$ cat src/rtl/ptq_pkg.sv
// Shared types and constants for the periodic timer queue.
// Used by every module in rtl/; depends on nothing.
`default_nettype none

package ptq_pkg;

  localparam int SLOTS_DEFAULT = 16;
  localparam int MAX_RES       = 16;   // most entries that fire on one tick
  localparam int NOW_W         = 48;
  localparam int PER_W         = 40;
  localparam int SCALE_W       = 28;
  localparam int PROD_W        = 38;   // 10-bit count times 28-bit scale

  localparam logic [15:0] MS_PER_SECOND_RST = 16'd1000;
  localparam logic [21:0] MS_PER_MINUTE_RST = 22'd60000;
  localparam logic [27:0] MS_PER_HOUR_RST   = 28'd3600000;

  localparam logic [1:0] OP_TICK        = 2'd0;
  localparam logic [1:0] OP_ONE_SHOT    = 2'd1;
  localparam logic [1:0] OP_FIXED_RATE  = 2'd2;
  localparam logic [1:0] OP_FIXED_DELAY = 2'd3;

  localparam logic [1:0] KIND_FIRED    = 2'd0;
  localparam logic [1:0] KIND_ACCEPTED = 2'd1;
  localparam logic [1:0] KIND_REJECTED = 2'd2;

  localparam logic [1:0] UNIT_SECOND = 2'd0;
  localparam logic [1:0] UNIT_MINUTE = 2'd1;

  localparam logic [1:0] CFG_MS_PER_SECOND = 2'd0;
  localparam logic [1:0] CFG_MS_PER_MINUTE = 2'd1;
  localparam logic [1:0] CFG_MS_PER_HOUR   = 2'd2;

  typedef struct packed {
    logic [1:0] op;
    logic [7:0] task_id;
    logic [9:0] initial_delay;
    logic [9:0] period;
    logic [1:0] unit;
  } cmd_t;

  typedef struct packed {
    logic [1:0]       kind;
    logic [7:0]       task_id_out;
    logic [NOW_W-1:0] event_time;
    logic             last;
  } result_t;

  typedef struct packed {
    logic [1:0]       kind;
    logic [7:0]       task_id;
    logic [NOW_W-1:0] deadline;
    logic [PER_W-1:0] period_ms;
  } slot_t;

endpackage

`default_nettype wire

$ cat src/rtl/periodic_timer_queue.sv
// Periodic timer queue top level: control sequencer, slot valid bits, clock.
// Depends on ptq_pkg, ptq_arm and ptq_slot_mem.
`default_nettype none

// A schedule command holds busy high for one cycle and answers with one
// accepted or rejected beat. A tick holds busy high while the slot memory is
// swept once per firing entry and once more to find none (not when the limit
// of sixteen is reached), as it has a single read port and each sweep finds
// the next firing entry in deadline order. The next command can be taken
// at the edge after busy falls. Results come one beat per strobe and cannot be
// held off; busy stays high until the last beat of a command has been driven.
module periodic_timer_queue
  import ptq_pkg::*;
#(
  parameter int SLOTS = SLOTS_DEFAULT,
  localparam int IDX_W = (SLOTS > 1) ? $clog2(SLOTS) : 1,
  localparam int CNT_W = $clog2(MAX_RES + 1)
) (
  input  wire logic        clk,
  input  wire logic        rst,
  input  wire logic        start,
  output logic             busy,
  input  wire cmd_t        cmd,
  output logic             result_valid,
  output result_t          result,
  input  wire logic        cfg_valid,
  output logic             cfg_ready,
  input  wire logic [1:0]  cfg_index,
  input  wire logic [27:0] cfg_data
);

  typedef enum logic [5:0] {
    S_IDLE   = 6'b000001,
    S_SCHED  = 6'b000010,
    S_SCAN   = 6'b000100,
    S_DRAIN  = 6'b001000,
    S_DECIDE = 6'b010000,
    S_LAST   = 6'b100000
  } state_t;

  state_t             state;
  logic [NOW_W-1:0]   now_ms;
  logic [SLOTS-1:0]   slot_valid;
  logic [SLOTS-1:0]   due;
  logic [15:0]        ms_per_second;
  logic [21:0]        ms_per_minute;
  logic [27:0]        ms_per_hour;
  cmd_t               cmd_q;
  logic [IDX_W-1:0]   free_q;
  logic               full_q;
  logic [IDX_W-1:0]   scan_idx;
  logic               rd_vld;
  logic [IDX_W-1:0]   rd_idx;
  logic               first_pass;
  logic               found;
  logic [IDX_W-1:0]   best_idx;
  slot_t              best;
  logic               pending_v;
  logic [7:0]         pending_task;
  logic [CNT_W-1:0]   fire_cnt;

  logic               accept;
  logic               free_found;
  logic [IDX_W-1:0]   free_idx;
  logic [NOW_W-1:0]   arm_deadline;
  logic [PER_W-1:0]   arm_period;
  slot_t              rd_data;
  logic               rd_due;
  logic               mem_we;
  logic [IDX_W-1:0]   mem_waddr;
  slot_t              mem_wdata;
  logic               best_periodic;

  assign busy      = (state != S_IDLE);
  assign accept    = start && !busy;
  assign cfg_ready = 1'b1;

  always_comb begin
    free_found = 1'b0;
    free_idx   = '0;
    for (int i = 0; i < SLOTS; i++) begin
      if (!free_found && !slot_valid[i]) begin
        free_found = 1'b1;
        free_idx   = IDX_W'(i);
      end
    end
  end

  ptq_arm u_arm (
    .clk           (clk),
    .load          (accept),
    .cmd           (cmd),
    .ms_per_second (ms_per_second),
    .ms_per_minute (ms_per_minute),
    .ms_per_hour   (ms_per_hour),
    .now_ms        (now_ms),
    .deadline      (arm_deadline),
    .period_ms     (arm_period)
  );

  ptq_slot_mem #(.SLOTS(SLOTS)) u_mem (
    .clk     (clk),
    .wr_en   (mem_we),
    .wr_addr (mem_waddr),
    .wr_data (mem_wdata),
    .rd_addr (scan_idx),
    .rd_data (rd_data)
  );

  // The first sweep of a tick decides which entries are due; later sweeps
  // only look at the entries still marked due, whose deadlines are untouched.
  assign rd_due = first_pass ? (slot_valid[rd_idx] && (rd_data.deadline <= now_ms))
                             : due[rd_idx];

  assign best_periodic = (best.kind == OP_FIXED_RATE) || (best.kind == OP_FIXED_DELAY);

  always_comb begin
    mem_we    = 1'b0;
    mem_waddr = best_idx;
    mem_wdata = best;
    if (state == S_SCHED) begin
      mem_we             = !full_q;
      mem_waddr          = free_q;
      mem_wdata.kind     = cmd_q.op;
      mem_wdata.task_id  = cmd_q.task_id;
      mem_wdata.deadline = arm_deadline;
      mem_wdata.period_ms = arm_period;
    end else if (state == S_DECIDE) begin
      mem_we = found && best_periodic;
      if (best.kind == OP_FIXED_RATE) begin
        mem_wdata.deadline = best.deadline + NOW_W'(best.period_ms);
      end else begin
        mem_wdata.deadline = now_ms + NOW_W'(best.period_ms);
      end
    end
  end

  always_ff @(posedge clk) begin
    if (rst) begin
      state         <= S_IDLE;
      now_ms        <= '0;
      slot_valid    <= '0;
      due           <= '0;
      ms_per_second <= MS_PER_SECOND_RST;
      ms_per_minute <= MS_PER_MINUTE_RST;
      ms_per_hour   <= MS_PER_HOUR_RST;
      rd_vld        <= 1'b0;
      found         <= 1'b0;
      first_pass    <= 1'b0;
      pending_v     <= 1'b0;
      fire_cnt      <= '0;
      scan_idx      <= '0;
      result_valid  <= 1'b0;
    end else begin
      result_valid <= 1'b0;
      rd_vld       <= (state == S_SCAN);
      rd_idx       <= scan_idx;

      if (cfg_valid && cfg_ready) begin
        unique case (cfg_index)
          CFG_MS_PER_SECOND: ms_per_second <= cfg_data[15:0];
          CFG_MS_PER_MINUTE: ms_per_minute <= cfg_data[21:0];
          CFG_MS_PER_HOUR:   ms_per_hour   <= cfg_data;
          default: ;
        endcase
      end

      if (rd_vld) begin
        if (first_pass) begin
          due[rd_idx] <= rd_due;
        end
        if (rd_due && (!found || (rd_data.deadline < best.deadline))) begin
          found    <= 1'b1;
          best_idx <= rd_idx;
          best     <= rd_data;
        end
      end

      unique case (state)
        S_IDLE: begin
          if (accept) begin
            cmd_q  <= cmd;
            free_q <= free_idx;
            full_q <= !free_found;
            if (cmd.op == OP_TICK) begin
              now_ms     <= now_ms + NOW_W'(1);
              first_pass <= 1'b1;
              found      <= 1'b0;
              pending_v  <= 1'b0;
              fire_cnt   <= '0;
              scan_idx   <= '0;
              state      <= S_SCAN;
            end else begin
              state <= S_SCHED;
            end
          end
        end
        S_SCHED: begin
          if (!full_q) begin
            slot_valid[free_q] <= 1'b1;
          end
          result_valid       <= 1'b1;
          result.kind        <= full_q ? KIND_REJECTED : KIND_ACCEPTED;
          result.task_id_out <= cmd_q.task_id;
          result.event_time  <= now_ms;
          result.last        <= 1'b1;
          state              <= S_IDLE;
        end
        S_SCAN: begin
          if (scan_idx == IDX_W'(SLOTS - 1)) begin
            state <= S_DRAIN;
          end else begin
            scan_idx <= scan_idx + IDX_W'(1);
          end
        end
        S_DRAIN: begin
          state <= S_DECIDE;
        end
        S_DECIDE: begin
          // The entry found by the previous sweep goes out now; it is the
          // final beat when this sweep found nothing further.
          if (pending_v) begin
            result_valid       <= 1'b1;
            result.kind        <= KIND_FIRED;
            result.task_id_out <= pending_task;
            result.event_time  <= now_ms;
            result.last        <= !found;
          end
          first_pass <= 1'b0;
          found      <= 1'b0;
          scan_idx   <= '0;
          if (found) begin
            due[best_idx] <= 1'b0;
            if (!best_periodic) begin
              slot_valid[best_idx] <= 1'b0;
            end
            pending_v    <= 1'b1;
            pending_task <= best.task_id;
            fire_cnt     <= fire_cnt + CNT_W'(1);
            if (fire_cnt == CNT_W'(MAX_RES - 1)) begin
              state <= S_LAST;
            end else begin
              state <= S_SCAN;
            end
          end else begin
            pending_v <= 1'b0;
            state     <= S_IDLE;
          end
        end
        S_LAST: begin
          result_valid       <= 1'b1;
          result.kind        <= KIND_FIRED;
          result.task_id_out <= pending_task;
          result.event_time  <= now_ms;
          result.last        <= 1'b1;
          pending_v          <= 1'b0;
          state              <= S_IDLE;
        end
        default: state <= S_IDLE;
      endcase
    end
  end

`ifndef SYNTH
  // A schedule answer is always the only beat of its command.
  assert property (@(posedge clk) disable iff (rst)
    (result_valid && (result.kind != KIND_FIRED)) |-> result.last)
    else $error("schedule answer without last");

  // A tick moves the clock forward by exactly one millisecond.
  assert property (@(posedge clk) disable iff (rst)
    (accept && (cmd.op == OP_TICK)) |=> (now_ms == $past(now_ms) + NOW_W'(1)))
    else $error("tick did not advance the clock by one");

  // No more than the fire limit per tick.
  assert property (@(posedge clk) disable iff (rst)
    fire_cnt <= CNT_W'(MAX_RES))
    else $error("fire count above limit");

  // The slot memory is written only when storing or re-arming an entry.
  assert property (@(posedge clk) disable iff (rst)
    mem_we |-> ((state == S_SCHED) || ((state == S_DECIDE) && found)))
    else $error("slot memory written outside store or re-arm");
`endif

endmodule

`default_nettype wire

$ cat src/rtl/ptq_slot_mem.sv
// Slot table storage: one write port and one read port with registered data.
// Depends on ptq_pkg for the entry type.
`default_nettype none

module ptq_slot_mem
  import ptq_pkg::*;
#(
  parameter int SLOTS = SLOTS_DEFAULT,
  localparam int IDX_W = (SLOTS > 1) ? $clog2(SLOTS) : 1
) (
  input  wire logic             clk,
  input  wire logic             wr_en,
  input  wire logic [IDX_W-1:0] wr_addr,
  input  wire slot_t            wr_data,
  input  wire logic [IDX_W-1:0] rd_addr,
  output slot_t                 rd_data
);

  slot_t mem [SLOTS];

  always_ff @(posedge clk) begin
    if (wr_en) begin
      mem[wr_addr] <= wr_data;
    end
    rd_data <= mem[rd_addr];
  end

endmodule

`default_nettype wire

$ cat src/rtl/ptq_arm.sv
// Schedule arithmetic: scales delay and period by the selected unit, registers
// the products, then forms the deadline. Depends on ptq_pkg.
`default_nettype none

module ptq_arm
  import ptq_pkg::*;
(
  input  wire logic             clk,
  input  wire logic             load,
  input  wire cmd_t             cmd,
  input  wire logic [15:0]      ms_per_second,
  input  wire logic [21:0]      ms_per_minute,
  input  wire logic [27:0]      ms_per_hour,
  input  wire logic [NOW_W-1:0] now_ms,
  output logic [NOW_W-1:0]      deadline,
  output logic [PER_W-1:0]      period_ms
);

  logic [SCALE_W-1:0] scale;
  logic [PROD_W-1:0]  delay_prod;
  logic [PROD_W-1:0]  period_prod;

  // Unit three falls through to hours.
  always_comb begin
    priority if (cmd.unit == UNIT_SECOND) begin
      scale = SCALE_W'(ms_per_second);
    end else if (cmd.unit == UNIT_MINUTE) begin
      scale = SCALE_W'(ms_per_minute);
    end else begin
      scale = ms_per_hour;
    end
  end

  always_ff @(posedge clk) begin
    if (load) begin
      delay_prod  <= PROD_W'(cmd.initial_delay) * PROD_W'(scale);
      period_prod <= (cmd.op == OP_ONE_SHOT) ? '0 : PROD_W'(cmd.period) * PROD_W'(scale);
    end
  end

  assign deadline  = now_ms + NOW_W'(delay_prod);
  assign period_ms = PER_W'(period_prod);

endmodule

`default_nettype wire

$ cat config.mk
export PLATFORM = sky130hd
export DESIGN_NAME = periodic_timer_queue
export DESIGN_NICKNAME = d
export VERILOG_FILES = /design/src/rtl/ptq_pkg.sv /design/src/rtl/periodic_timer_queue.sv /design/src/rtl/ptq_slot_mem.sv /design/src/rtl/ptq_arm.sv
export SDC_FILE = /design/constraint.sdc
export NUM_CORES = 2
export LEC_CHECK = 0
export ABC_CLOCK_PERIOD_IN_PS = 16000
export BUFFER_PORTS_ARGS = -buffer_cell sky130_fd_sc_hd__clkbuf_2
export CAP_MARGIN = 25
export CORE_MARGIN = 3
export CORE_UTILIZATION = 45
export CTS_CLUSTER_DIAMETER = 60
export CTS_CLUSTER_SIZE = 40
export DETAILED_ROUTE_END_ITERATION = 12
export HOLD_SLACK_MARGIN = 0.02
export PLACE_DENSITY = 0.64
export SYNTH_ARGS = -nofsm -noshare
export SYNTH_HDL_FRONTEND = slang
export SYNTH_HIERARCHICAL = 1
export SYNTH_SLANG_ARGS = --single-unit
$ cat constraint.sdc
create_clock -name clk -period 16 [get_ports clk]
set_input_delay 2.4 -clock clk [delete_from_list [all_inputs] [get_ports clk]]
set_output_delay 2.4 -clock clk [all_outputs]
set_load 0.005 [all_outputs]
==> out/results.tsv <==
metric	value	unit
Total Routing Usage GR	23.5	%
CTS Buf Count	132	
Unique masters post-synth	102	
top post-synthesis cells by area	edfxtp_1 (53%), mux4_2 (8.8%), fa_1 (8.0%)	
final instance area	0.112	mm²
gr ovfl total	0	
die extent in x	484	µm
switching share of total power	31.6	%
EDFF count, synth	1832	
vias per cell	5.95	
RePlAce Congestion	0.919	
post-CTS resize count	0	
Filler cells	19100	
area leader, netlist	edfxtp_1	
nets	8116	
PortBufs	126	
Hold Slack	384	ps
Primary FF master, synth	edfxtp_1	
site row count	175	
Slew @ Worst Pin	1120	ps
maximum root-to-sink buffer count	3	
crit path kind	input pin to flip-flop	
Post-Syn Area	0.103	mm²
post-synth top area share	53.4	%
routed wire length	278000	µm
Via Count	62100	
Setup Buffers After CTS	0	
area growth from synthesis to layout	9.06	%
clk_skew	86.4	ps
sequential share of power	46.5	%
Clock Tree Root	clkbuf_16	
# IOs	128	
H-tree levels	4	
crit start category	input pin	
Starting Density	45.3	%
crit-path max cell delay	640	ps
Psw	4.20	mW
synth cell count leaders	edfxtp_1 (1,832), nand2_1 (913), inv_1 (509), fa_1 (414), mux4_2 (402)	
RSZ-0062 raised after global routing	false	
layout cell share with drive strength beyond 1	13.5	%
drt wl/cell	26.6	µm
synthesis-stage register bit count	2096	
Final Hold Viols	0	
vias in the first global route	61800	
clk slew on worst S/H paths	110	ps
design internal power	9.09	mW
clock tree sinks	2096	
status	finished, final reports clean	
Post-synth ARST share	0	%
Slew HR	25.5	%
Critical Path End Type	flip-flop	
die area	0.235	mm²
first-pass GRT wire length	412000	µm
leakage power	40.6	nW
WP data required	16570	ps
Clk pwr share	30.0	%
synth warn	6	
Initial DRT Pass Iterations	8	
count leader, synth	edfxtp_1	
depth of the worst hold-timing path	0	
Hold Crit Class	flip-flop to flip-flop	
Avg Inst Size Synth	14.1	µm²
DRC marker count from the first detailed-route iteration	6884	
share of the yosys chip area belonging to registers	58.5	%
peak supply drop	0.116	mV
Worst-Skew Late Latency	850	ps
number of max-cap violations	0	
Max stage delay cell, worst path	buf_4	
min cycle time layout	8580	ps
largest net degree at the start of global routing	99	
logic gate share of total power	23.6	%
Core ar.	0.227	mm²
cts hold-fix bufs	0	
TritonCTS clock tree	done	
DRC viols	0	
HPWL Detailed	176000	µm
Cells after Synth	7293	
Highest Clock Rate	117	MHz
Die H	484	µm
final setup fails	0	
setup TNS	0	ps
Post-Place Cell Area	0.107	mm²
Non-Filler Instances	10400	
utilization after layout	49.4	%
Power Density	118	mW/mm²
Final ANT Viol Nets	0	
initial antenna violation count	14	
Arr. time, crit path	9140	ps
depth of the most critical reg-to-reg path	14	
max-slew violations	0	
Crit Path Max Fanout	88	
dpl cells	10200	
Final Cycle Share	53.6	%
==> stage by stage <==
stage / total power [mW] / setup slack (ps)
2_1_floorplan: 8.43 / 2010
3_3_place_gp: 9.39 / 6690
3_5_place_dp: 9.40 / 6620
4_1_cts: 13.4 / 7500
5_1_grt: 13.9 / 6850
6_report: 13.3 / 7420
==> state kept, by name (all words and copies together) (netlist names), 5 cells and up <==
signal / count
best: 98
cmd_q: 10
due: 16
fire_cnt: 5
ms_per_hour: 28
ms_per_minute: 22
ms_per_second: 16
now_ms: 48
pending_task: 8
result: 59
slot_valid: 16
state: 6
u_arm/delay_prod: 38
u_arm/period_prod: 38
u_mem/mem: 1568
u_mem/rd_data: 98
==> logic make-up after synthesis <==
| logic type | after synthesis | share of synthesized area (%) |
|---|---|---|
| adders and majority gates | 737 | 12.0 |
| muxes | 440 | 9.17 |
| DFF | 2096 | 58.5 |
| and+or+nand+nor | 1864 | 8.50 |
| buffers and inverters | 899 | 3.52 |
| xor gates and xnor gates | 193 | 1.64 |
| AOI/OAI and AO/OA | 1062 | 6.66 |
| other | 2 | 0.00729 |
==> cell usage in the layout (no fill, tap or decap), types with 26 or more instances in the layout <==
cell | synthesis | final
a21o_1 | 127 | 127
a21oi_1 | 286 | 286
a22oi_1 | 204 | 204
a31oi_1 | 37 | 36
and2_1 | 281 | 280
and3_1 | 59 | 59
buf_4 | 42 | 132
clkbuf_16 | 0 | 136
clkbuf_2 | 3 | 125
dfxtp_1 | 264 | 262
edfxtp_1 | 1832 | 1832
fa_1 | 414 | 414
ha_1 | 323 | 323
inv_1 | 509 | 508
mux2i_1 | 28 | 28
mux4_2 | 402 | 402
nand2_1 | 913 | 913
nand3_1 | 106 | 106
nand4_1 | 50 | 50
nor2_1 | 244 | 228
nor3_1 | 47 | 43
o21ai_0 | 207 | 183
o21ai_1 | 5 | 28
o21bai_1 | 26 | 26
xnor2_1 | 129 | 129
xor2_1 | 64 | 64
==> routing by layer <==
layer | routed length, µm | vias up | global-route usage, %
met1 | 117000 | 32200 | 34.2
met2 | 129000 | 2815 | 36.5
met4 | 9200 | 6 | 7.11
met3 | 22800 | 352 | 3.77
met5 | 41 | - | 0
li1 | - | 26700 | -
==> worst max-delay path, delay by kind of cell <==
| family | cells | cell delay [ps] |
|---|---|---|
| adders and majority gates | 6 | 2920 |
| AOI/OAI and AO/OA | 8 | 2060 |
| and+or+nand+nor | 3 | 390 |
| buffers and inverters | 8 | 1290 |
| xor gates and xnor gates | 1 | 70 |
==> path summary, 6_finish.rpt <==
path	startpoint	end	slack, ps
max reg2reg	best[97]	u_mem/mem[12][87]	9220
max	cmd[1]	u_arm/delay_prod[33]	7420
min reg2reg	u_mem/rd_data[7]	best[7]	380
min	u_mem/rd_data[7]	best[7]	380
==> power groups by stage <==
stage / registers [mW] / clock network, mW / logic (mW)
floorplan: 6.24 / 0 / 2.19
global placement: 6.31 / 0 / 3.08
detailed placement: 6.30 / 0 / 3.09
CTS: 6.18 / 4.07 / 3.15
global route: 6.18 / 4.27 / 3.46
finish: 6.18 / 3.98 / 3.13
==> area by class of cell <==
type                       instances  area [µm²]  share of cell area [%]
tap                             3009        3760                    3.35
sequential                      2096       60300                    53.7
inverter                         510        1920                    1.71
clock inverter                   101        1610                    1.43
clock buffer                     145        3480                    3.09
antenna                            6        15.0                  0.0134
multi-input combinational       4299       39300                    35.0
timing repair buffer             274        1990                    1.77
(Power assumes the default switching activity.)
